### config.mk
export PLATFORM = sky130hd
export DESIGN_NAME = key_tap_dance_tracker_unit
export DESIGN_NICKNAME = d
export VERILOG_FILES = /design/src/rtl/ktd_pkg.sv /design/src/rtl/ktd_ram.sv /design/src/rtl/ktd_engine.sv /design/src/rtl/key_tap_dance_tracker_unit.sv
export SDC_FILE = /design/constraint.sdc
export NUM_CORES = 1
export LEC_CHECK = 0
export BUFFER_PORTS_ARGS = -buffer_cell sky130_fd_sc_hd__buf_2
export CAP_MARGIN = 10
export CORE_MARGIN = 8
export CORE_UTILIZATION = 45
export CTS_CLUSTER_DIAMETER = 120
export DETAILED_ROUTE_END_ITERATION = 8
export PLACE_DENSITY = 0.7
export SETUP_SLACK_MARGIN = 0.3
export SLEW_MARGIN = 20
export SYNTH_ARGS = -nofsm -noshare
export SYNTH_HDL_FRONTEND = slang
export SYNTH_SLANG_ARGS = --single-unit
### constraint.sdc
create_clock -name clk -period 6.8 [get_ports clk]
set_input_delay 1.02 -clock clk [delete_from_list [all_inputs] [get_ports clk]]
set_output_delay 1.02 -clock clk [all_outputs]
set_load 0.005 [all_outputs]
### src/rtl/ktd_pkg.sv
// shared types and constants of the tap-dance tracker
package ktd_pkg;
	localparam int ENTRIES = 10;
	localparam int MAX_BINDINGS = 16;
	localparam int IDX_W = (ENTRIES > 1) ? $clog2(ENTRIES) : 1;
	localparam int CNT_W = 5;
	localparam int TERM_W = 16;
	localparam int TIME_W = 32;
	localparam int POS_W = 8;
	localparam int WORD_W = POS_W + CNT_W + 1 + TIME_W;
	localparam logic [TERM_W-1:0] TERM_RESET = 16'd200;
	localparam logic [CNT_W-1:0] COUNT_RESET = 5'd2;

	localparam logic [1:0] FN_PRESS = 2'd0;
	localparam logic [1:0] FN_RELEASE = 2'd1;
	localparam logic [1:0] FN_OTHER = 2'd2;
	localparam logic [1:0] FN_TICK = 2'd3;

	localparam logic [1:0] ACT_NONE = 2'd0;
	localparam logic [1:0] ACT_PRESS = 2'd1;
	localparam logic [1:0] ACT_RELEASE = 2'd2;

	localparam logic [1:0] ST_OK = 2'd0;
	localparam logic [1:0] ST_FULL = 2'd1;
	localparam logic [1:0] ST_NO_ENTRY = 2'd2;

	localparam logic [1:0] REG_TERM = 2'd0;
	localparam logic [1:0] REG_COUNT = 2'd1;

	typedef struct packed {
		logic [POS_W-1:0]  pos;
		logic [CNT_W-1:0]  cnt;
		logic              held;
		logic [TIME_W-1:0] dl;
	} entry_t;

	typedef struct packed {
		logic [1:0]        action;
		logic [3:0]        binding_index;
		logic [POS_W-1:0]  position;
		logic [TIME_W-1:0] time_ms;
		logic [1:0]        status;
		logic              last;
	} result_t;
endpackage

### src/rtl/ktd_ram.sv
// generic single-write, single-read ram with registered read
module ktd_ram #(
	parameter int WIDTH = 8,
	parameter int DEPTH = 16,
	parameter int AW = (DEPTH > 1) ? $clog2(DEPTH) : 1
) (
	input  logic             clk,
	input  logic             we,
	input  logic [AW-1:0]    waddr,
	input  logic [WIDTH-1:0] wdata,
	input  logic [AW-1:0]    raddr,
	output logic [WIDTH-1:0] rdata
);
	logic [WIDTH-1:0] mem [DEPTH];
	logic [WIDTH-1:0] rdata_q;

	always_ff @(posedge clk) begin
		if (we) begin
			mem[waddr] <= wdata;
		end
		rdata_q <= mem[raddr];
	end

	assign rdata = rdata_q;
endmodule

### src/rtl/ktd_engine.sv
// per-item scan sequencer: reads each entry, updates flags, writes the matched or new entry, emits results
module ktd_engine import ktd_pkg::*; (
	input  logic              clk,
	input  logic              arst_n,
	input  logic              in_go,
	input  logic [1:0]        func,
	input  logic [POS_W-1:0]  key_position,
	input  logic [TIME_W-1:0] time_ms,
	input  logic [TERM_W-1:0] term,
	input  logic [CNT_W-1:0]  bcount,
	input  logic              out_ok,
	output logic              busy,
	output logic              push,
	output result_t           res,
	output logic              we,
	output logic [IDX_W-1:0]  waddr,
	output entry_t            wdata,
	output logic [IDX_W-1:0]  raddr,
	input  entry_t            rdata
);
	typedef enum logic [3:0] {
		S_IDLE = 4'b0001,
		S_RD   = 4'b0010,
		S_EV   = 4'b0100,
		S_FIN  = 4'b1000
	} state_t;

	state_t            state_q;
	logic [1:0]        func_q;
	logic [POS_W-1:0]  pos_q;
	logic [TIME_W-1:0] t_q;
	logic [IDX_W-1:0]  idx_q;
	logic              found_q;
	logic [IDX_W-1:0]  fidx_q;
	entry_t            fdata_q;
	logic              pend_q;
	result_t           pend_res_q;
	logic [ENTRIES-1:0] valid_q;
	logic [ENTRIES-1:0] armed_q;

	logic              hit, expired, tick_emit, ev_go, fin_go;
	logic              free_ok;
	logic [IDX_W-1:0]  free_idx;
	logic [CNT_W-1:0]  eff, base_cnt, new_cnt;
	logic [IDX_W-1:0]  tgt_idx;
	logic [TIME_W-1:0] diff;
	result_t           tick_res;

	always_comb begin
		free_ok = 1'b0;
		free_idx = '0;
		for (int k = ENTRIES - 1; k >= 0; k--) begin
			if (!valid_q[k]) begin
				free_ok = 1'b1;
				free_idx = IDX_W'(k);
			end
		end
	end

	always_comb begin
		eff = bcount;
		if (bcount == '0) eff = CNT_W'(1);
		if (bcount > CNT_W'(MAX_BINDINGS)) eff = CNT_W'(MAX_BINDINGS);
		base_cnt = found_q ? fdata_q.cnt : '0;
		new_cnt = (base_cnt < eff) ? base_cnt + CNT_W'(1) : base_cnt;
		tgt_idx = found_q ? fidx_q : free_idx;
	end

	assign hit = valid_q[idx_q] && (rdata.pos == pos_q);
	assign diff = t_q - rdata.dl;
	assign expired = valid_q[idx_q] && armed_q[idx_q] && !diff[TIME_W-1];
	assign tick_emit = (func_q == FN_TICK) && expired && !rdata.held;
	// a second expiry pushes out the held one first
	assign ev_go = !(tick_emit && pend_q) || out_ok;

	always_comb begin
		tick_res.action = ACT_RELEASE;
		tick_res.binding_index = 4'(rdata.cnt - CNT_W'(1));
		tick_res.position = rdata.pos;
		tick_res.time_ms = rdata.dl;
		tick_res.status = ST_OK;
		tick_res.last = 1'b0;
	end

	always_comb begin
		push = 1'b0;
		res = pend_res_q;
		we = 1'b0;
		waddr = tgt_idx;
		wdata = fdata_q;
		fin_go = 1'b1;
		if (state_q == S_EV && tick_emit && pend_q) begin
			push = out_ok;
		end
		if (state_q == S_FIN) begin
			res.position = pos_q;
			res.time_ms = t_q;
			res.status = ST_OK;
			res.last = 1'b1;
			res.binding_index = '0;
			res.action = ACT_NONE;
			case (func_q)
				FN_PRESS: begin
					fin_go = out_ok;
					push = out_ok;
					if (!found_q && !free_ok) begin
						res.status = ST_FULL;
					end else begin
						res.action = ACT_PRESS;
						res.binding_index = 4'(new_cnt - CNT_W'(1));
						we = out_ok;
						wdata.pos = pos_q;
						wdata.cnt = new_cnt;
						wdata.held = 1'b1;
						wdata.dl = t_q + TIME_W'(term);
					end
				end
				FN_RELEASE: begin
					fin_go = out_ok;
					push = out_ok;
					if (!found_q) begin
						res.status = ST_NO_ENTRY;
					end else begin
						res.action = ACT_RELEASE;
						res.binding_index = 4'(fdata_q.cnt - CNT_W'(1));
						we = out_ok;
						wdata.held = 1'b0;
					end
				end
				FN_TICK: begin
					res = pend_res_q;
					res.last = 1'b1;
					fin_go = !pend_q || out_ok;
					push = pend_q && out_ok;
				end
				default: ;
			endcase
		end
	end

	assign busy = (state_q != S_IDLE);
	assign raddr = idx_q;

	always_ff @(posedge clk or negedge arst_n) begin
		if (!arst_n) begin
			state_q <= S_IDLE;
			valid_q <= '0;
			armed_q <= '0;
			pend_q <= 1'b0;
			found_q <= 1'b0;
			idx_q <= '0;
		end else begin
			case (state_q)
				S_IDLE: begin
					if (in_go) begin
						func_q <= func;
						pos_q <= key_position;
						t_q <= time_ms;
						idx_q <= '0;
						found_q <= 1'b0;
						pend_q <= 1'b0;
						state_q <= S_RD;
					end
				end
				S_RD: begin
					state_q <= S_EV;
				end
				S_EV: begin
					if (ev_go) begin
						if ((func_q == FN_PRESS || func_q == FN_OTHER) &&
						    valid_q[idx_q] && !hit) begin
							armed_q[idx_q] <= 1'b0;
						end
						if ((func_q == FN_PRESS || func_q == FN_RELEASE) && hit &&
						    !found_q) begin
							found_q <= 1'b1;
							fidx_q <= idx_q;
							fdata_q <= rdata;
						end
						if (func_q == FN_TICK && expired) begin
							valid_q[idx_q] <= 1'b0;
							armed_q[idx_q] <= 1'b0;
						end
						if (tick_emit) begin
							pend_q <= 1'b1;
							pend_res_q <= tick_res;
						end
						if (idx_q == IDX_W'(ENTRIES - 1)) begin
							state_q <= S_FIN;
						end else begin
							idx_q <= idx_q + IDX_W'(1);
							state_q <= S_RD;
						end
					end
				end
				S_FIN: begin
					if (fin_go) begin
						if (func_q == FN_PRESS && (found_q || free_ok)) begin
							valid_q[tgt_idx] <= 1'b1;
							armed_q[tgt_idx] <= (term != '0);
						end
						pend_q <= 1'b0;
						state_q <= S_IDLE;
					end
				end
				default: state_q <= S_IDLE;
			endcase
		end
	end
endmodule

### src/rtl/key_tap_dance_tracker_unit.sv
// top level of the tap-dance tracker: config registers, entry ram, scan engine, output register
//
// channel  direction  handshake             payload
// in       to block   in_valid / in_stall   func, key_position, time_ms
// out      from block out_valid / out_stall action, binding_index, out_position, out_time,
//                                           status, last
// cfg      to block   cfg_valid / cfg_ready cfg_index, cfg_data
//
// each item scans all entries through the ram read port, with a read state and an evaluate
// state per entry, then one finish state.
// in_stall is high from acceptance until the scan ends and its last result, if any, is loaded into the output register.
// a stalled output holds the scan at the next result to emit; arst_n empties the table.
module key_tap_dance_tracker_unit import ktd_pkg::*; (
	input  logic              clk,
	input  logic              arst_n,
	input  logic              in_valid,
	output logic              in_stall,
	input  logic [1:0]        func,
	input  logic [POS_W-1:0]  key_position,
	input  logic [TIME_W-1:0] time_ms,
	output logic              out_valid,
	input  logic              out_stall,
	output logic [1:0]        action,
	output logic [3:0]        binding_index,
	output logic [POS_W-1:0]  out_position,
	output logic [TIME_W-1:0] out_time,
	output logic [1:0]        status,
	output logic              last,
	input  logic              cfg_valid,
	output logic              cfg_ready,
	input  logic [1:0]        cfg_index,
	input  logic [TERM_W-1:0] cfg_data
);
	logic [TERM_W-1:0] term_q;
	logic [CNT_W-1:0]  count_q;
	logic              out_valid_q;
	result_t           out_q;
	logic              busy, push, we, out_ok;
	result_t           res;
	logic [IDX_W-1:0]  waddr, raddr;
	entry_t            wdata, rdata;
	logic [WORD_W-1:0] rword;

	assign cfg_ready = 1'b1;
	assign in_stall = busy;
	assign out_ok = !out_valid_q || !out_stall;

	always_ff @(posedge clk or negedge arst_n) begin
		if (!arst_n) begin
			term_q <= TERM_RESET;
			count_q <= COUNT_RESET;
		end else if (cfg_valid) begin
			case (cfg_index)
				REG_TERM:  term_q <= cfg_data;
				REG_COUNT: count_q <= cfg_data[CNT_W-1:0];
				default: ;
			endcase
		end
	end

	always_ff @(posedge clk or negedge arst_n) begin
		if (!arst_n) begin
			out_valid_q <= 1'b0;
		end else if (push) begin
			out_valid_q <= 1'b1;
		end else if (!out_stall) begin
			out_valid_q <= 1'b0;
		end
	end

	always_ff @(posedge clk) begin
		if (push) begin
			out_q <= res;
		end
	end

	ktd_ram #(.WIDTH(WORD_W), .DEPTH(ENTRIES)) u_ram (
		.clk   (clk),
		.we    (we),
		.waddr (waddr),
		.wdata (wdata),
		.raddr (raddr),
		.rdata (rword)
	);
	assign rdata = entry_t'(rword);

	ktd_engine u_engine (
		.clk          (clk),
		.arst_n       (arst_n),
		.in_go        (in_valid && !busy),
		.func         (func),
		.key_position (key_position),
		.time_ms      (time_ms),
		.term         (term_q),
		.bcount       (count_q),
		.out_ok       (out_ok),
		.busy         (busy),
		.push         (push),
		.res          (res),
		.we           (we),
		.waddr        (waddr),
		.wdata        (wdata),
		.raddr        (raddr),
		.rdata        (rdata)
	);

	assign out_valid = out_valid_q;
	assign action = out_q.action;
	assign binding_index = out_q.binding_index;
	assign out_position = out_q.position;
	assign out_time = out_q.time_ms;
	assign status = out_q.status;
	assign last = out_q.last;
endmodule

==> metrics.txt <==
CP required=7.08 ns; Net Count, Synth=roughly 2,000; status=completed; cell family with most CP delay=simple AND/OR/NAND/NOR gates; Slew Viols, Final=0; CTS buffer count=73; routed vias/inst=about 5.7; minimum clock period after layout=about 4.6 ns; initial detailed-routing violation count=1,541; clock share of power=37.9%; Levels on crit path=9; setup bufs post-CTS=0; Psw=roughly 0.0024 W; Antenna Diode Count=0; clock tree buffer depth=3; Hold WC Path Type=reg -> reg; number of flops mapped to enable cells by yosys=645; Power per Cell Area=around 300 nW/um^2; reg2reg setup slack=around 2.2 ns; WL final=just under 70,000 um; Hold Vio Cnt, Final=0; synth-to-layout area growth=13.3%; Initial Utilization=between 40 and 50%; Seq pwr share=50.3%; placed insts=roughly 2,800; Final HPWL DP=roughly 42,000 um; Setup CP Type=reg -> reg; reg-to-reg critical path endpoint=u_engine.pend_res_q[24]$_DFFE_PP_; Setup crit end kind=flip-flop; combinational share of power=a little under an eighth; drt wl/cell=about 23 um; FMAX=approximately 0.22 GHz; unrepaired setup endpoints after global routing=false; FF-to-FF Start=u_engine.t_q[29]$_DFFE_PP_; main area contributors after synthesis=edfxtp_1, mux4_2, dfrtp_1, dfxtp_1, ha_1; post-synthesis cell type count=just under 90; asr flop ratio synth=between 6 and 7%; Peak VDD IR=between 0.15 and 0.2 mV; Slew HR=between 20% and 30%; IO Pins=~120; Hold Slack=0.442 ns; Internal=between 0.007 and 0.008 W; top-area cell type share of the netlist area=63.6%; first-pass GRT wire length=approximately 100,000 um; CTS tree=yes; Yosys reg bits=about 740; routed via count=between 15,000 and 20,000; crit path to=u_engine.pend_res_q[24]$_DFFE_PP_; final worst slack=2.24 ns; post-cts resize count=0; grt total ovfl=0; die width=between 200 and 300 um; Leakage=11.7 nW; Critical Path AT=between 4 and 5 ns; DRC=0; core box area=67,000 sq um; worst-skew pair later-pin latency=0.60 ns; pin count of the biggest net entering global routing=between 70 and 80; worst setup slack after placement=2.27 ns; CP bufs+invs=1; worst path cell trace=ha_1 -> nand4_1 -> nor4_1 -> nand4_1 -> o22a_1 -> a21o_2 -> a211oi_1 -> and3_2 -> buf_4; Syn Inst Count=between 1,500 and 2,000; fin cells=2,925; Startpoint Class=flip-flop; Final setup viols=0; Placer Congestion=0.865; Critical Path Max Stage Delay=roughly 0.88 ns; I/O Buffers=approximately 120; ANT nets after route=0; layout cells sized above 1=22.6%; Slowest-stage cell, CP=and3_2; Reg clk slew, reported paths=0.06 ns; H-tree depth=3; GRT Overall Usage=between 15 and 20%; root buf cell=clkbuf_16; CP max FO=28; Worst Skew=a little over 0.02 ns; initial antenna violation count=1; largest area contributor in the netlist=edfxtp_1; Reg2Reg Depth=9; die footprint=approximately 76,000 sq um; CP most frequent cell=nand4_1; Mean Syn Cell Area=16.5 sq um; die height=276 um; MaxCap Viol Count=0; hold_buf cts=0; Mapped Area=between 30,000 and 40,000 sq um; total negative setup slack=0 ns; synth warn=0; ys flop type=edfxtp_1; drt pass-1 iters=7; slew at the pin closest to its max-slew limit=~1.1 ns; row count=95; # clock sinks=around 740; fin crit share=about two thirds; Net Sw Frac=between 20% and 30%; Final nets=around 2,100; vias in the first global route=17,178; CP startpoint=u_engine.t_q[29]$_DFFE_PP_; Seq/Total Area, Yosys=between 70% and 80%
cell families after synthesis:
group,after synthesis,synth area share [%]
flops,743,70.9
simple gates,334,5.63
compound gates,323,6.94
mux,211,11.1
buf+inv,144,1.91
fa+ha+maj,59,2.45
xor+xnor,35,1.01
other cells,1,0.0123
final cells by class:
type	instances	area, sq um
clock buffer	88	1920
clock inverter	42	382
fill	5429	32500
inverter	69	265
multi-input combinational	963	8370
sequential	743	21600
tap	873	1090
timing repair buffer	147	856
cells in the mapped netlist (all sizes together) (11+ instances only):
cell,n
a211oi,64
a21o,14
a21oi,91
a31oi,13
buf,27
clkbuf,48
dfrtp,47
dfxtp,46
edfxtp,645
ha,58
inv,68
mux2,61
mux2i,54
mux4,96
nand2,110
nand2b,11
nand3,26
nand4,11
nor2,51
nor2b,50
nor3,24
o21ai,75
or3,11
xnor2,22
xor2,13
stage by stage:
stage	instance area, sq um	total power [W]	util (%)
2_1_floorplan	30500	0.00619	-
3_3_place_gp	32100	0.00650	47.9
3_5_place_dp	32200	0.00652	48.0
4_1_cts	34500	0.0104	51.5
5_1_grt	34500	0.0107	51.5
6_report	34500	0.0103	51.5
worst min path at each step:
stage	start	to	depth (start not counted)
floorplan	u_ram.rdata[37]$_DFF_P_	u_engine.fdata_q[37]$_DFFE_PP_	0
global placement	u_ram.rdata[2]$_DFF_P_	u_engine.fdata_q[2]$_DFFE_PP_	0
detailed placement	u_ram.rdata[32]$_DFF_P_	u_engine.fdata_q[32]$_DFFE_PP_	0
CTS	u_ram.rdata[32]$_DFF_P_	u_engine.fdata_q[32]$_DFFE_PP_	0
global route	u_ram.rdata[37]$_DFF_P_	u_engine.fdata_q[37]$_DFFE_PP_	0
finish	u_ram.rdata[37]$_DFF_P_	u_engine.fdata_q[37]$_DFFE_PP_	0
worst register-to-register path, stage by stage (launching register included):
cell and delay, ns:
edfxtp_1 0.47, ha_1 0.35, nand4_1 0.23, nor4_1 0.76, nand4_1 0.17, o22a_1 0.32
a21o_2 0.31, a211oi_1 0.32, and3_2 0.88, buf_4 0.42
power groups by stage:
stage | Sequential, W | Combinational [W] | Clock (W)
2_1_floorplan | 0.00522 | 0.000970 | 0
3_3_place_gp | 0.00528 | 0.00122 | 0
3_5_place_dp | 0.00529 | 0.00123 | 0
4_1_cts | 0.00520 | 0.00124 | 0.00400
5_1_grt | 0.00521 | 0.00135 | 0.00417
6_report | 0.00520 | 0.00123 | 0.00391
sequential cells by signal (all words and copies together), names as in the netlist, 9 cells and up, named ones only:
name                 flops
out_time                32
term_q                  16
u_engine.armed_q         9
u_engine.fdata_q        46
u_engine.pend_res_q     44
u_engine.t_q            32
u_engine.valid_q        10
u_ram.mem              460
u_ram.rdata             46
layout by cell type, fill, tap and decap left out, types with 7 or more instances in the layout:
cell       netlist  layout
nor3_1          22      19
xnor2_1         22      22
buf_2           12     115
ha_1            58      58
clkinv_2         1      15
o21ai_0         56      46
nand2b_1        10      10
inv_1           67      67
dfxtp_1         46      46
clkbuf_1        48      12
nand3_1         26      26
clkbuf_16        0      74
a31oi_1         12      12
a221oi_1         8       8
a21oi_1         86      86
nor2b_1         50      50
a21o_1          12      12
xor2_1          13      13
or3_1           10       9
o21ai_1         17      27
nor2_1          51      44
mux2i_1         54      54
buf_4            3      30
o31ai_1          8       8
dfrtp_1         47      43
nand2_1        109     108
a211oi_1        62      62
clkinv_1         0      13
edfxtp_1       645     645
nor2_4           0       7
mux2_2          61      61
nand4_1         10      10
mux4_2          96      96
metal layers:
metal | part of all wire, % | track usage, % | routed length (um)
met1 | 43 | 23.3 | 29200
met5 | 0 | 0 | 0
met3 | 6.1 | 2.80 | 4200
met2 | 48 | 29.2 | 33100
met4 | 2.8 | 6.09 | 1910
(Power assumes the default switching activity.)
